--- src/rtl/core/tmam_pkg.sv ---
// Shared types, codes and default sizes for the touch median affine mapper.
// Depends on nothing; every file of the mapper imports it.
package tmam_pkg;

   // Default sizes handed to the top level parameters.
   localparam int TMAM_SCREEN_WIDTH   = 320;
   localparam int TMAM_SCREEN_HEIGHT  = 240;
   localparam int TMAM_SAMPLE_BITS    = 12;
   localparam int TMAM_COEF_FRAC_BITS = 16;

   // Coefficient word and configuration index width.
   localparam int COEF_W  = 32;
   localparam int CSR_IDX_W = 3;

   // Configuration register indexes.
   localparam logic [CSR_IDX_W-1:0] CSR_COEF_AX   = 3'd0;
   localparam logic [CSR_IDX_W-1:0] CSR_COEF_BX   = 3'd1;
   localparam logic [CSR_IDX_W-1:0] CSR_COEF_CX   = 3'd2;
   localparam logic [CSR_IDX_W-1:0] CSR_COEF_AY   = 3'd3;
   localparam logic [CSR_IDX_W-1:0] CSR_COEF_BY   = 3'd4;
   localparam logic [CSR_IDX_W-1:0] CSR_COEF_CY   = 3'd5;
   localparam logic [CSR_IDX_W-1:0] CSR_CAL_VALID = 3'd6;

   // Result status codes.
   typedef enum logic [1:0] {
      STATUS_OK          = 2'd0,
      STATUS_NOT_PRESSED = 2'd1,
      STATUS_NOT_CAL     = 2'd2
   } status_type;

   // Coefficients of one screen axis: gain on raw x, gain on raw y, offset.
   typedef struct packed {
      logic signed [COEF_W-1:0] ca;
      logic signed [COEF_W-1:0] cb;
      logic signed [COEF_W-1:0] cc;
   } coef_set_type;

endpackage

--- src/rtl/core/tmam_affine_axis.sv ---
// Three-stage affine map of one screen axis: multiply, sum, round and clamp.
// Depends on tmam_pkg for the coefficient set type and word width.
module tmam_affine_axis import tmam_pkg::*; #(
   parameter int SAMPLE_BITS = TMAM_SAMPLE_BITS,
   parameter int FRAC_BITS   = TMAM_COEF_FRAC_BITS,
   parameter int SIZE        = TMAM_SCREEN_WIDTH,
   parameter int OUT_W       = $clog2(SIZE)
) (
   input  logic                   clock,
   input  coef_set_type           coef,
   input  logic [SAMPLE_BITS-1:0] rx,
   input  logic [SAMPLE_BITS-1:0] ry,
   output logic [OUT_W-1:0]       pos
);

   localparam int PW = COEF_W + SAMPLE_BITS + 1;
   localparam int AW = PW + 2;
   localparam logic [AW-1:0] HALF     = AW'(1) << (FRAC_BITS - 1);
   localparam logic [AW-1:0] SIZE_A   = AW'(SIZE);
   localparam logic [OUT_W-1:0] LAST  = OUT_W'(SIZE - 1);

   // Stage 1: the two gain products; samples enter as non-negative values.
   logic signed [SAMPLE_BITS:0] rx_s, ry_s;
   logic signed [PW-1:0] prod_a_in, prod_b_in, prod_a_ff, prod_b_ff;

   assign rx_s = signed'({1'b0, rx});
   assign ry_s = signed'({1'b0, ry});

   always_comb begin
      prod_a_in = coef.ca * rx_s;
      prod_b_in = coef.cb * ry_s;
   end

   always_ff @(posedge clock) begin
      prod_a_ff <= prod_a_in;
      prod_b_ff <= prod_b_in;
   end

   // Stage 2: exact sum with the offset; the user must hold the coefficients
   // still while transactions are in flight; the block does not enforce it.
   logic signed [AW-1:0] acc_in, acc_ff;

   assign acc_in = AW'(prod_a_ff) + AW'(prod_b_ff) + AW'(coef.cc);

   always_ff @(posedge clock) begin
      acc_ff <= acc_in;
   end

   // Stage 3: negative values clamp to zero; others round half up, which
   // is half away from zero here, and saturate at the last pixel.
   logic [AW-1:0] rnd, mag;
   logic [OUT_W-1:0] pos_in, pos_ff;

   always_comb begin
      rnd = unsigned'(acc_ff) + HALF;
      mag = rnd >> FRAC_BITS;
      if (acc_ff[AW-1]) begin
         pos_in = '0;
      end else if (mag >= SIZE_A) begin
         pos_in = LAST;
      end else begin
         pos_in = mag[OUT_W-1:0];
      end
   end

   always_ff @(posedge clock) begin
      pos_ff <= pos_in;
   end

   assign pos = pos_ff;

endmodule

--- config.mk ---
export PLATFORM = sky130hd
export DESIGN_NAME = tmam_affine_axis
export DESIGN_NICKNAME = d
export VERILOG_FILES = /design/src/rtl/core/tmam_pkg.sv /design/src/rtl/core/tmam_affine_axis.sv
export SDC_FILE = /design/constraint.sdc
export NUM_CORES = 2
export LEC_CHECK = 0
export ABC_AREA = 1
export BUFFER_PORTS_ARGS = -buffer_cell sky130_fd_sc_hd__buf_2
export CORE_ASPECT_RATIO = 0.9
export CORE_UTILIZATION = 60
export DETAILED_ROUTE_END_ITERATION = 7
export GPL_TIMING_DRIVEN = 0
export PLACE_DENSITY = 0.78
export SKIP_CTS_REPAIR_TIMING = 1
export SYNTH_ARGS = -nofsm -noshare
export SYNTH_HDL_FRONTEND = slang
export SYNTH_SLANG_ARGS = --single-unit
--- constraint.sdc ---
create_clock -name clock -period 11 [get_ports clock]
set_input_delay 1.1 -clock clock [delete_from_list [all_inputs] [get_ports clock]]
set_output_delay 1.1 -clock clock [all_outputs]
set_load 0.1 [all_outputs]
==> results by group <==
Run status
  • Status: finished with violations
  • Failing checks: DRC

Routing
  • Wirelength per Cell: 18.45 microns
  • Via Count: 31,110
  • Pre-Repair DR Iteration Count: 8
  • Post-Route WL: 107,200 microns
  • Post-DRT Antenna Nets: 0
  • DRC: 1
  • Vias per cell: 5.351
  • Iter 0 DRT Violations: 3,032

Yosys
  • Count leader, synth: inv_1
  • Synthesized area per cell: 7.367 sq um
  • Post-synth top cells: inv_1, nand2_1, fa_1, nor2_1, ha_1
  • Distinct cells, synth: 37
  • Syn. warnings: 0
  • Post-Syn Area: 0.03594 sq mm
  • Asr flop ratio synth: 0%
  • #FFs+latches synth: 131
  • Syn_nets: 5,963
  • Synth area leaders: fa_1, inv_1, nand2_1
  • Top cell type by total area after synthesis: fa_1
  • Synth Instances: 4,878
  • Area share of the largest cell type after synthesis: 40.11%
  • Prevailing post-synth register cell: dfxtp_1
  • Post-synth EDFFs: 0
  • Sequential area share after synthesis: 7.297%

CTS
  • Root Buffer: clkbuf_16
  • TritonCTS clock tree: built
  • Skew-Pair Late Insertion Delay: 0.44 ns
  • TritonCTS Buffers: 17
  • Register clock-pin slew on the reported worst setup and hold paths: 0.06 ns
  • # H-tree levels: 4
  • CTS Sinks: 131
  • Max Root-Sink Buffers: 2

Placed design
  • GP Congestion: 0.9817
  • Detail Placement HPWL: 94,940 microns
  • Post-placement cell area: 0.03755 sq mm
  • IO Port Bufs: 129

GRT
  • First-pass GRT wire length: 170,000 microns
  • Vias in the first global route: 31,190
  • Initial antenna violation count: 3
  • Grt total ovfl: 0
  • Total Routing Usage GR: 36.89%
  • Largest net degree at the start of global routing: 17

Final layout
  • Fin nets: 6,111
  • Post-route cell area: 0.03816 sq mm
  • Share of layout cells above drive strength 1: 3.712%
  • Synth-to-Final Area Change: 6.187%
  • Fill cells: 5,355

Critical path
  • WP data arrival: 7.25 ns
  • Critical R2R Capture: acc_ff[35]
  • CP Capture Type: flip-flop
  • Worst r2r path cells: 11
  • Slowest stage delay, CP: 0.75 ns
  • Critical path data required time: 11.31 ns
  • Slowest CP cell: clkbuf_1
  • CP max FO: 11
  • Reg2Reg Setup Slack: 8.18 ns
  • CP cell instances: buf_2 > clkbuf_1 > nand2_1 > fa_1 > inv_1 > fa_1 > inv_1 > fa_1 > inv_1 > fa_1 > inv_1 > fa_1 > inv_1 > ha_1 > a21oi_1 > o21ai_0 > nor3_1 > nand3_1 > xor2_1
  • CP startpoint kind: primary input
  • CP Class: in -> reg
  • Reg-to-reg startpoint: prod_a_ff[16]

Run
  • Max Cap Viol: 0

Timing
  • RSZ-0062 raised after global routing: false
  • Actual slew at the worst max-slew pin: 1.056 ns
  • Final period util: 63.08%
  • Setup violators final: 0
  • Slew margin rel.: 29.59%
  • Max Slew Vio Count: 0
  • Max Clk Rate: 144.1 MHz
  • Setup TNS: 0 ns
  • Count of final hold-check violations: 0
  • WHS: 0.6042 ns
  • Final Skew: 0.007804 ns
  • Tmin final: 6.939 ns

Floorplanning
  • Die X: 260.0 microns
  • Rows: 84
  • IO Pins: 130
  • Die height: 234.2 microns
  • Area of the core: 0.05875 sq mm
  • Die area: 0.06088 sq mm
  • Initial Util: 61.17%

Hold path
  • End of the worst hold path: pos[6]
  • Hold Path Class: reg -> reg
  • Origin of the worst min-delay path: acc_ff[22]
  • Hold path depth: 3
area by class of cell:
type,instances,area (sq um),area share [%]
multi-input cells,3185,27450,71.93
inverters,1426,5354,14.03
flip-flops and latches,131,2623,6.872
well taps,774,968.4,2.538
repair buffers,129,645.6,1.692
plain buffers,136,510.5,1.338
clock buffers,19,452.9,1.187
clock inverters,12,153.9,0.4033
diodes,1,2.502,0.006557
sequential cells by signal, summed over array words and instances (netlist names):
register	count
prod_b_ff	45
pos	9
prod_a_ff	45
acc_ff	32
cell families after synthesis:
kind of cell             Yosys count  synth area share, %
flip-flops                       131                7.297
buffers and inverters           1562                16.32
XOR/XNOR                         121                2.949
adder cells (fa/ha/maj)          964                48.60
AO/OA/AOI/OAI                    345                5.442
AND/OR/NAND/NOR                 1755                19.39
worst max-delay path: cells and delay by family:
family / cells / cell delay (ns)
fa+ha+maj: 6 / 3.08
buf+inv: 7 / 1.30
simple gates: 3 / 1.15
compound gates: 2 / 0.40
xor+xnor: 1 / 0.20
worst max path at each step:
stage / depth (start not counted) / slack, ns / to / startpoint
4_1_cts: 23 / 4.27 / prod_b_ff[37] / ry[1]
3_5_place_dp: 23 / 3.83 / prod_b_ff[37] / ry[1]
6_report: 19 / 4.06 / prod_b_ff[37] / ry[1]
5_1_grt: 21 / 3.82 / prod_b_ff[38] / ry[1]
2_1_floorplan: 18 / 5.29 / prod_b_ff[44] / coef[63]
3_3_place_gp: 23 / 3.89 / prod_b_ff[37] / ry[1]
stage by stage:
step           worst slack [ns]  util (%)  instances
5_1_grt                   3.821     64.95       5812
3_3_place_gp              3.890     63.92       5781
6_report                  4.061     64.95       5813
2_1_floorplan             5.295         -       4878
4_1_cts                   4.266     64.95       5812
3_5_place_dp              3.828     63.92       5781
layout by cell type (no fill, tap or decap), types with 11 or more instances in the layout:
master / instances
inv_1: 1423
nand2_1: 1269
fa_1: 720
nor2_1: 283
ha_1: 244
a21oi_1: 151
clkbuf_1: 136
dfxtp_1: 131
buf_2: 129
nand3_1: 111
o21ai_0: 87
xor2_1: 82
xnor2_1: 39
nor3_1: 29
o21bai_1: 25
a31oi_1: 23
a21o_1: 20
clkbuf_16: 17
nand4_1: 14
a21boi_0: 12
nor4_1: 11
layer usage:
| metal | global-route usage, % | part of all wire (%) |
|---|---|---|
| met3 | 10.24 | 12 |
| met1 | 54.19 | 44 |
| met2 | 54.19 | 42 |
| met4 | 8.015 | 2.2 |
| met5 | 0 | 0.013 |
Power is not shown: default switching activity piles up to over one toggle a cycle in this logic, so the estimate is an artifact.
