<file path="src/rtl/core/tmam_pkg.sv">
// Shared types, codes and default sizes for the touch median affine mapper.
// Depends on nothing; every file of the mapper imports it.
package tmam_pkg;

   // Default sizes handed to the top level parameters.
   localparam int TMAM_SCREEN_WIDTH   = 320;
   localparam int TMAM_SCREEN_HEIGHT  = 240;
   localparam int TMAM_SAMPLE_BITS    = 12;
   localparam int TMAM_COEF_FRAC_BITS = 16;

   // Coefficient word and configuration index width.
   localparam int COEF_W  = 32;
   localparam int CSR_IDX_W = 3;

   // Configuration register indexes.
   localparam logic [CSR_IDX_W-1:0] CSR_COEF_AX   = 3'd0;
   localparam logic [CSR_IDX_W-1:0] CSR_COEF_BX   = 3'd1;
   localparam logic [CSR_IDX_W-1:0] CSR_COEF_CX   = 3'd2;
   localparam logic [CSR_IDX_W-1:0] CSR_COEF_AY   = 3'd3;
   localparam logic [CSR_IDX_W-1:0] CSR_COEF_BY   = 3'd4;
   localparam logic [CSR_IDX_W-1:0] CSR_COEF_CY   = 3'd5;
   localparam logic [CSR_IDX_W-1:0] CSR_CAL_VALID = 3'd6;

   // Result status codes.
   typedef enum logic [1:0] {
      STATUS_OK          = 2'd0,
      STATUS_NOT_PRESSED = 2'd1,
      STATUS_NOT_CAL     = 2'd2
   } status_type;

   // Coefficients of one screen axis: gain on raw x, gain on raw y, offset.
   typedef struct packed {
      logic signed [COEF_W-1:0] ca;
      logic signed [COEF_W-1:0] cb;
      logic signed [COEF_W-1:0] cc;
   } coef_set_type;

endpackage

</file>
<file path="src/rtl/core/tmam_median5.sv">
// Three-stage pipelined median of five unsigned samples.
// Depends on tmam_pkg for the default sample width.
module tmam_median5 import tmam_pkg::*; #(
   parameter int W = TMAM_SAMPLE_BITS
) (
   input  logic                clock,
   input  logic [4:0][W-1:0]   samp,
   output logic [W-1:0]        med
);

   // Stage 1: sort two pairs, carry the fifth sample.
   logic [W-1:0] a1_in, b1_in, c1_in, d1_in;
   logic [W-1:0] a1_ff, b1_ff, c1_ff, d1_ff, e1_ff;

   always_comb begin
      a1_in = (samp[1] < samp[0]) ? samp[1] : samp[0];
      b1_in = (samp[1] < samp[0]) ? samp[0] : samp[1];
      c1_in = (samp[3] < samp[2]) ? samp[3] : samp[2];
      d1_in = (samp[3] < samp[2]) ? samp[2] : samp[3];
   end

   always_ff @(posedge clock) begin
      a1_ff <= a1_in;
      b1_ff <= b1_in;
      c1_ff <= c1_in;
      d1_ff <= d1_in;
      e1_ff <= samp[4];
   end

   // Stage 2: the smaller pair minimum lies below three others, so drop it.
   // The median is then the second smallest of the four left; sort the
   // loose pair so the last stage needs only two compares.
   logic [W-1:0] p2_in, q2_in, r_raw, r2_in, e2_in;
   logic [W-1:0] p2_ff, q2_ff, r2_ff, e2_ff;

   always_comb begin
      if (a1_ff <= c1_ff) begin
         p2_in = c1_ff;
         q2_in = d1_ff;
         r_raw = b1_ff;
      end else begin
         p2_in = a1_ff;
         q2_in = b1_ff;
         r_raw = d1_ff;
      end
      r2_in = (e1_ff < r_raw) ? e1_ff : r_raw;
      e2_in = (e1_ff < r_raw) ? r_raw : e1_ff;
   end

   always_ff @(posedge clock) begin
      p2_ff <= p2_in;
      q2_ff <= q2_in;
      r2_ff <= r2_in;
      e2_ff <= e2_in;
   end

   // Stage 3: drop the smallest of the four; the median is the minimum
   // of the three that remain.
   logic [W-1:0] med_in, med_ff;

   always_comb begin
      if (p2_ff <= r2_ff) begin
         med_in = (r2_ff < q2_ff) ? r2_ff : q2_ff;
      end else begin
         med_in = (e2_ff < p2_ff) ? e2_ff : p2_ff;
      end
   end

   always_ff @(posedge clock) begin
      med_ff <= med_in;
   end

   assign med = med_ff;

endmodule

</file>
<file path="config.mk">
export PLATFORM = sky130hd
export DESIGN_NAME = tmam_median5
export DESIGN_NICKNAME = d
export VERILOG_FILES = /design/src/rtl/core/tmam_pkg.sv /design/src/rtl/core/tmam_median5.sv
export SDC_FILE = /design/constraint.sdc
export NUM_CORES = 1
export LEC_CHECK = 0
export BUFFER_PORTS_ARGS = -buffer_cell sky130_fd_sc_hd__buf_2
export CAP_MARGIN = 0
export CORE_ASPECT_RATIO = 0.5
export CORE_MARGIN = 2
export CORE_UTILIZATION = 60
export CTS_CLUSTER_SIZE = 14
export DETAILED_ROUTE_END_ITERATION = 16
export PLACE_DENSITY = 0.82
export SETUP_SLACK_MARGIN = 0.05
export SLEW_MARGIN = 0
export SYNTH_ARGS = -nofsm -noshare
export SYNTH_HDL_FRONTEND = slang
export SYNTH_SLANG_ARGS = --single-unit
</file>
<file path="constraint.sdc">
create_clock -name clock -period 10.2 [get_ports clock]
set_input_delay 1.02 -clock clock [delete_from_list [all_inputs] [get_ports clock]]
set_output_delay 1.02 -clock clock [all_outputs]
set_load 0.1 [all_outputs]
</file>
==> results.md <==
STA:
- The summed negative setup slack over all endpoints is 0 ps.
- The share of the clock period used by the worst path is 0.484.
- The final period demand of the worst path is 4940 ps.
- At the pin with the least slew margin, the transition time is 1190 ps.
- Setup violations remaining at the end of the flow were counted as 0.
- The achievable clock frequency is 203 MHz.
- In this run the tightest slew margin relative to its limit is 0.204.
- Clock skew on the completed layout was measured at 7.80 ps.
- Final hold analysis gives a worst-case slack of 483 ps.
- Setup repair after global routing left no endpoint under its margin.
- The number of failing hold endpoints at the final stage is 0.
- The number of pins with negative max-slew slack in the final report came to 0.

Pwr:
- The share of total power in combinational logic is 0.406.
- The share of power burned in the clock network is 0.273.
- The portion of total power attributed to sequential cells is 0.322.
- The switching power summed over all nets is 800 uW.
- The switching power share of the total is 0.388.
- Power spread over the standard cell area amounts to 283 nW/um^2.
- The leakage power figure is 3.67 nW.
- The internal portion of the total power is 1.26 mW.
- The worst-case IR drop observed on VDD is 131 uV.

Min path:
- The worst hold path passes through 2 cells.
- The tightest min-delay check is of the flop to flop type.
- The critical hold path startpoint is c1_ff[9].
- The path with the worst hold slack has its endpoint at p2_ff[9].

Clock tree:
- In this run the post-CTS setup repair buffer count came out at 0.
- The root buffer cell chosen for the clock tree is sky130_fd_sc_hd__clkbuf_16.
- The number of buffers on the longest clock path is 2.
- In this run the number of H-tree levels came out at 4.
- The number of gates resized after CTS was 0.
- The clock net sink count is 120.
- The TritonCTS clock tree is built.
- The CTS clock-pin slew for the worst setup and hold paths is 60 ps.
- The hold buffer count at cts is 0.
- The clock network latency to the later pin of the worst-skew pair is 420 ps.
- Buffers inserted during clock tree synthesis total 17.

Floorplanning:
- The total area inside the core boundary comes to 10200 sq um.
- The effective utilization at floorplan is 0.617.
- The die covers 11400 sq um.
- The die is 149 um wide.
- Measured along the y axis, the die boundary spans 76.5 um.
- For this design the top-level I/O count stands at 73.
- The number of core rows is 26.

Final layout:
- After filler insertion, the fill cell instance count of the layout stands at 703.
- The layout cell share with drive strength beyond 1 is 0.315.
- At the end of the flow, the number of nets in the layout was 793.
- At the end of the flow the core is filled with cells to 0.714.
- The repair_antennas step left the layout with diodes totalling 0.
- Relative to the synthesized area, the layout overhead comes to 15.7%.

Place:
- Routability-driven placement finished with a final weighted congestion of 0.915.
- Port buffering added 72 buffers.
- The total half-perimeter wirelength after legalization and detailed placement is 10200 um.

Status:
- The run finished with clean final reports.

Synth:
- By area the synthesized netlist is led by sky130_fd_sc_hd__dfxtp_1 (38%), sky130_fd_sc_hd__ha_1 (16%), sky130_fd_sc_hd__mux2_2 (10%), sky130_fd_sc_hd__mux2_4 (9.5%), sky130_fd_sc_hd__mux2i_1 (5.7%).
- The net count after synthesis is 713.
- The number of cells produced by synthesis is 573.
- The cell area after synthesis is 6300 sq um.
- The synthesized design contains 120 register bits.
- The post-synthesis async set-or-reset flop share is 0.
- In the synthesized netlist the dominant register cell turns out to be sky130_fd_sc_hd__dfxtp_1.
- The share of the synthesized area in the top cell type is 0.381.
- The distinct cell type count after synthesis is 41.
- The portion of the post-synthesis area used by sequential elements is 0.381.
- The number of enable flip-flop cells after synthesis is 0.
- The average footprint of a synthesized cell is 11.0 sq um.
- The count of synthesis-stage warnings from yosys is 0.
- Summed over all instances, the cell type with the most area after synthesis is sky130_fd_sc_hd__dfxtp_1.

Detailed routing:
- The wire length per cell after detailed routing is 17.2 um.
- Before antenna repair, the detailed router went through 5 iterations.
- For this run, design rule violations remaining after detail routing come to 0.
- The count of nets left with antenna violations after detail routing is 0.
- The average via count per standard cell is 5.45.
- The total length of routed wires is 13800 um.
- The number of vias after detailed routing is 4394.
- The number of DRC markers in iteration 0 is 284.

Global routing:
- The number of antenna violations at the first check in global routing is 0.
- The via count of the first global-routing pass came to 4438.
- The leftover overflow at the end of global routing is 0.
- The first-pass GRT wire length is 22000 um.
- For this run, the total global-route usage over all layers was measured as 0.254.
- Entering global routing, the biggest net connects 28 pins.

Critical path:
- The critical-path cell with the highest stage delay is sky130_fd_sc_hd__a21boi_4.
- The category of the worst setup path launch point is a flop.
- STA classifies the critical path endpoint as a flop.
- The worst flop-to-flop path endpoint is r2_ff[3].
- The beginning of the worst register-to-register path is c1_ff[1].
- Across all register-to-register paths, the minimum setup slack is 5260 ps.
- Data on the critical path is required at its endpoint by 10500 ps.
- The maximum single-stage delay on the critical path is 530 ps.
- Counting cells, the worst reg-to-reg path comes to 17.
- The endpoint arrival time on the critical path is 5240 ps.
- The signal on the critical path passes through inv_1 -> ha_1 -> nor2b_1 -> o211ai_1 -> a211o_1 -> a21boi_4 -> buf_4 -> mux2_2 -> inv_1 -> ha_1 -> a211oi_1 -> nor3b_1 -> nor4_1 -> nor2_1 -> a211oi_1 -> o31ai_4 -> mux2_2.
- The startpoint-to-endpoint class of the critical path is flop to flop.
- The largest fanout on the critical path is 27.

Job:
- The number of maximum-capacitance constraint violations is 0.
per-layer routing:
metal / GRT usage / up-vias / part of all wire
li1: - / 2165 / -
met3: 0.0629 / 26 / 0.073
met1: 0.344 / 2033 / 0.48
met2: 0.391 / 170 / 0.43
met4: 0.0981 / 0 / 0.020
met5: 0 / - / 0
placed cells by master, fill, tap and decap left out, types with 6 or more instances in the layout:
| master | synthesis | routed |
|---|---|---|
| sky130_fd_sc_hd__nand2b_1 | 8 | 8 |
| sky130_fd_sc_hd__mux2i_1 | 36 | 36 |
| sky130_fd_sc_hd__buf_2 | 6 | 72 |
| sky130_fd_sc_hd__mux2_4 | 40 | 40 |
| sky130_fd_sc_hd__a211oi_1 | 6 | 6 |
| sky130_fd_sc_hd__nor2_1 | 8 | 8 |
| sky130_fd_sc_hd__a21o_1 | 10 | 10 |
| sky130_fd_sc_hd__a21oi_1 | 14 | 14 |
| sky130_fd_sc_hd__dfxtp_1 | 120 | 120 |
| sky130_fd_sc_hd__nand2_1 | 19 | 19 |
| sky130_fd_sc_hd__clkbuf_16 | 0 | 17 |
| sky130_fd_sc_hd__inv_1 | 83 | 83 |
| sky130_fd_sc_hd__o21ai_0 | 26 | 26 |
| sky130_fd_sc_hd__mux2_2 | 57 | 57 |
| sky130_fd_sc_hd__ha_1 | 79 | 79 |
| sky130_fd_sc_hd__nand4_1 | 11 | 11 |
how the worst max path moves through the flow:
stage,start,endpoint,slack (ps),cells past startpoint
after detailed placement,c1_ff[1],r2_ff[2],5590,17
final,c1_ff[1],r2_ff[3],5260,17
after floorplan,c1_ff[1],e2_ff[0],6360,18
after global placement,c1_ff[1],r2_ff[1],5770,17
after CTS,c1_ff[1],r2_ff[3],5370,17
after global routing,c1_ff[1],r2_ff[7],4980,17
through the flow:
stage / instance area [sq um] / setup WS (ps) / power, mW / std cells
2_1_floorplan: 6300 / 6360 / 1.32 / 573
3_3_place_gp: 6730 / 5770 / 1.46 / 774
6_report: 7290 / 5260 / 2.06 / 806
4_1_cts: 7290 / 5370 / 2.06 / 806
3_5_place_dp: 6730 / 5590 / 1.49 / 774
5_1_grt: 7290 / 4980 / 2.17 / 806
sequential cells by signal (all words and copies together) (netlist names):
signal and count:
e2_ff 12, p2_ff 12, c1_ff 12, a1_ff 12
r2_ff 12, e1_ff 12, b1_ff 12, med 12
q2_ff 12, d1_ff 12
power by group through the flow:
stage	Sequential [mW]	Clock, mW	Combinational [mW]
floorplan	0.818	0	0.499
global placement	0.666	0	0.799
detailed placement	0.668	0	0.820
CTS	0.660	0.566	0.837
global route	0.672	0.590	0.905
finish	0.663	0.563	0.837
cells in the mapped netlist, types with 2 or more instances:
master	n
sky130_fd_sc_hd__nor2b_1	3
sky130_fd_sc_hd__mux2_4	40
sky130_fd_sc_hd__a211oi_1	6
sky130_fd_sc_hd__buf_4	2
sky130_fd_sc_hd__o21a_1	2
sky130_fd_sc_hd__nor3_1	4
sky130_fd_sc_hd__a221oi_1	2
sky130_fd_sc_hd__nand3_1	4
sky130_fd_sc_hd__buf_2	6
sky130_fd_sc_hd__o21ai_0	26
sky130_fd_sc_hd__buf_6	2
sky130_fd_sc_hd__ha_1	79
sky130_fd_sc_hd__mux2_2	57
sky130_fd_sc_hd__a21oi_1	14
sky130_fd_sc_hd__or3_1	4
sky130_fd_sc_hd__nor4_1	2
sky130_fd_sc_hd__dfxtp_1	120
sky130_fd_sc_hd__buf_12	4
sky130_fd_sc_hd__o21ai_1	2
sky130_fd_sc_hd__a21o_1	10
sky130_fd_sc_hd__inv_1	83
sky130_fd_sc_hd__nor2_1	8
sky130_fd_sc_hd__a21o_2	2
sky130_fd_sc_hd__nand2b_1	8
sky130_fd_sc_hd__nand4_1	11
sky130_fd_sc_hd__a211oi_2	2
sky130_fd_sc_hd__nand2_1	19
sky130_fd_sc_hd__a41oi_1	2
sky130_fd_sc_hd__mux2i_1	36
sky130_fd_sc_hd__a221o_1	2
worst max-delay path, delay by kind of cell, from the launching register on:
kind / cells / cell delay, ps
buffers and inverters: 3 / 520
muxes: 2 / 800
adders and majority gates: 2 / 550
and+or+nand+nor: 4 / 610
AOI/OAI and AO/OA: 6 / 2020
DFF: 1 / 310
kinds of logic after synthesis:
logic type | share of synthesized area
multiplexers | 0.254
flip-flops | 0.381
buffers and inverters | 0.0741
adder cells (fa/ha/maj) | 0.157
AO/OA/AOI/OAI | 0.0808
AND/OR/NAND/NOR | 0.0528
cell type report:
class | count | area (sq um) | area share
clock buffer | 21 | 460 | 0.0632
inverter | 83 | 312 | 0.0427
multi-input combinational | 354 | 3440 | 0.473
tap | 140 | 175 | 0.0240
clock inverter | 11 | 97.6 | 0.0134
timing repair buffer | 77 | 398 | 0.0546
sequential | 120 | 2400 | 0.330
No activity file was read; power rests on OpenSTA's default activity.
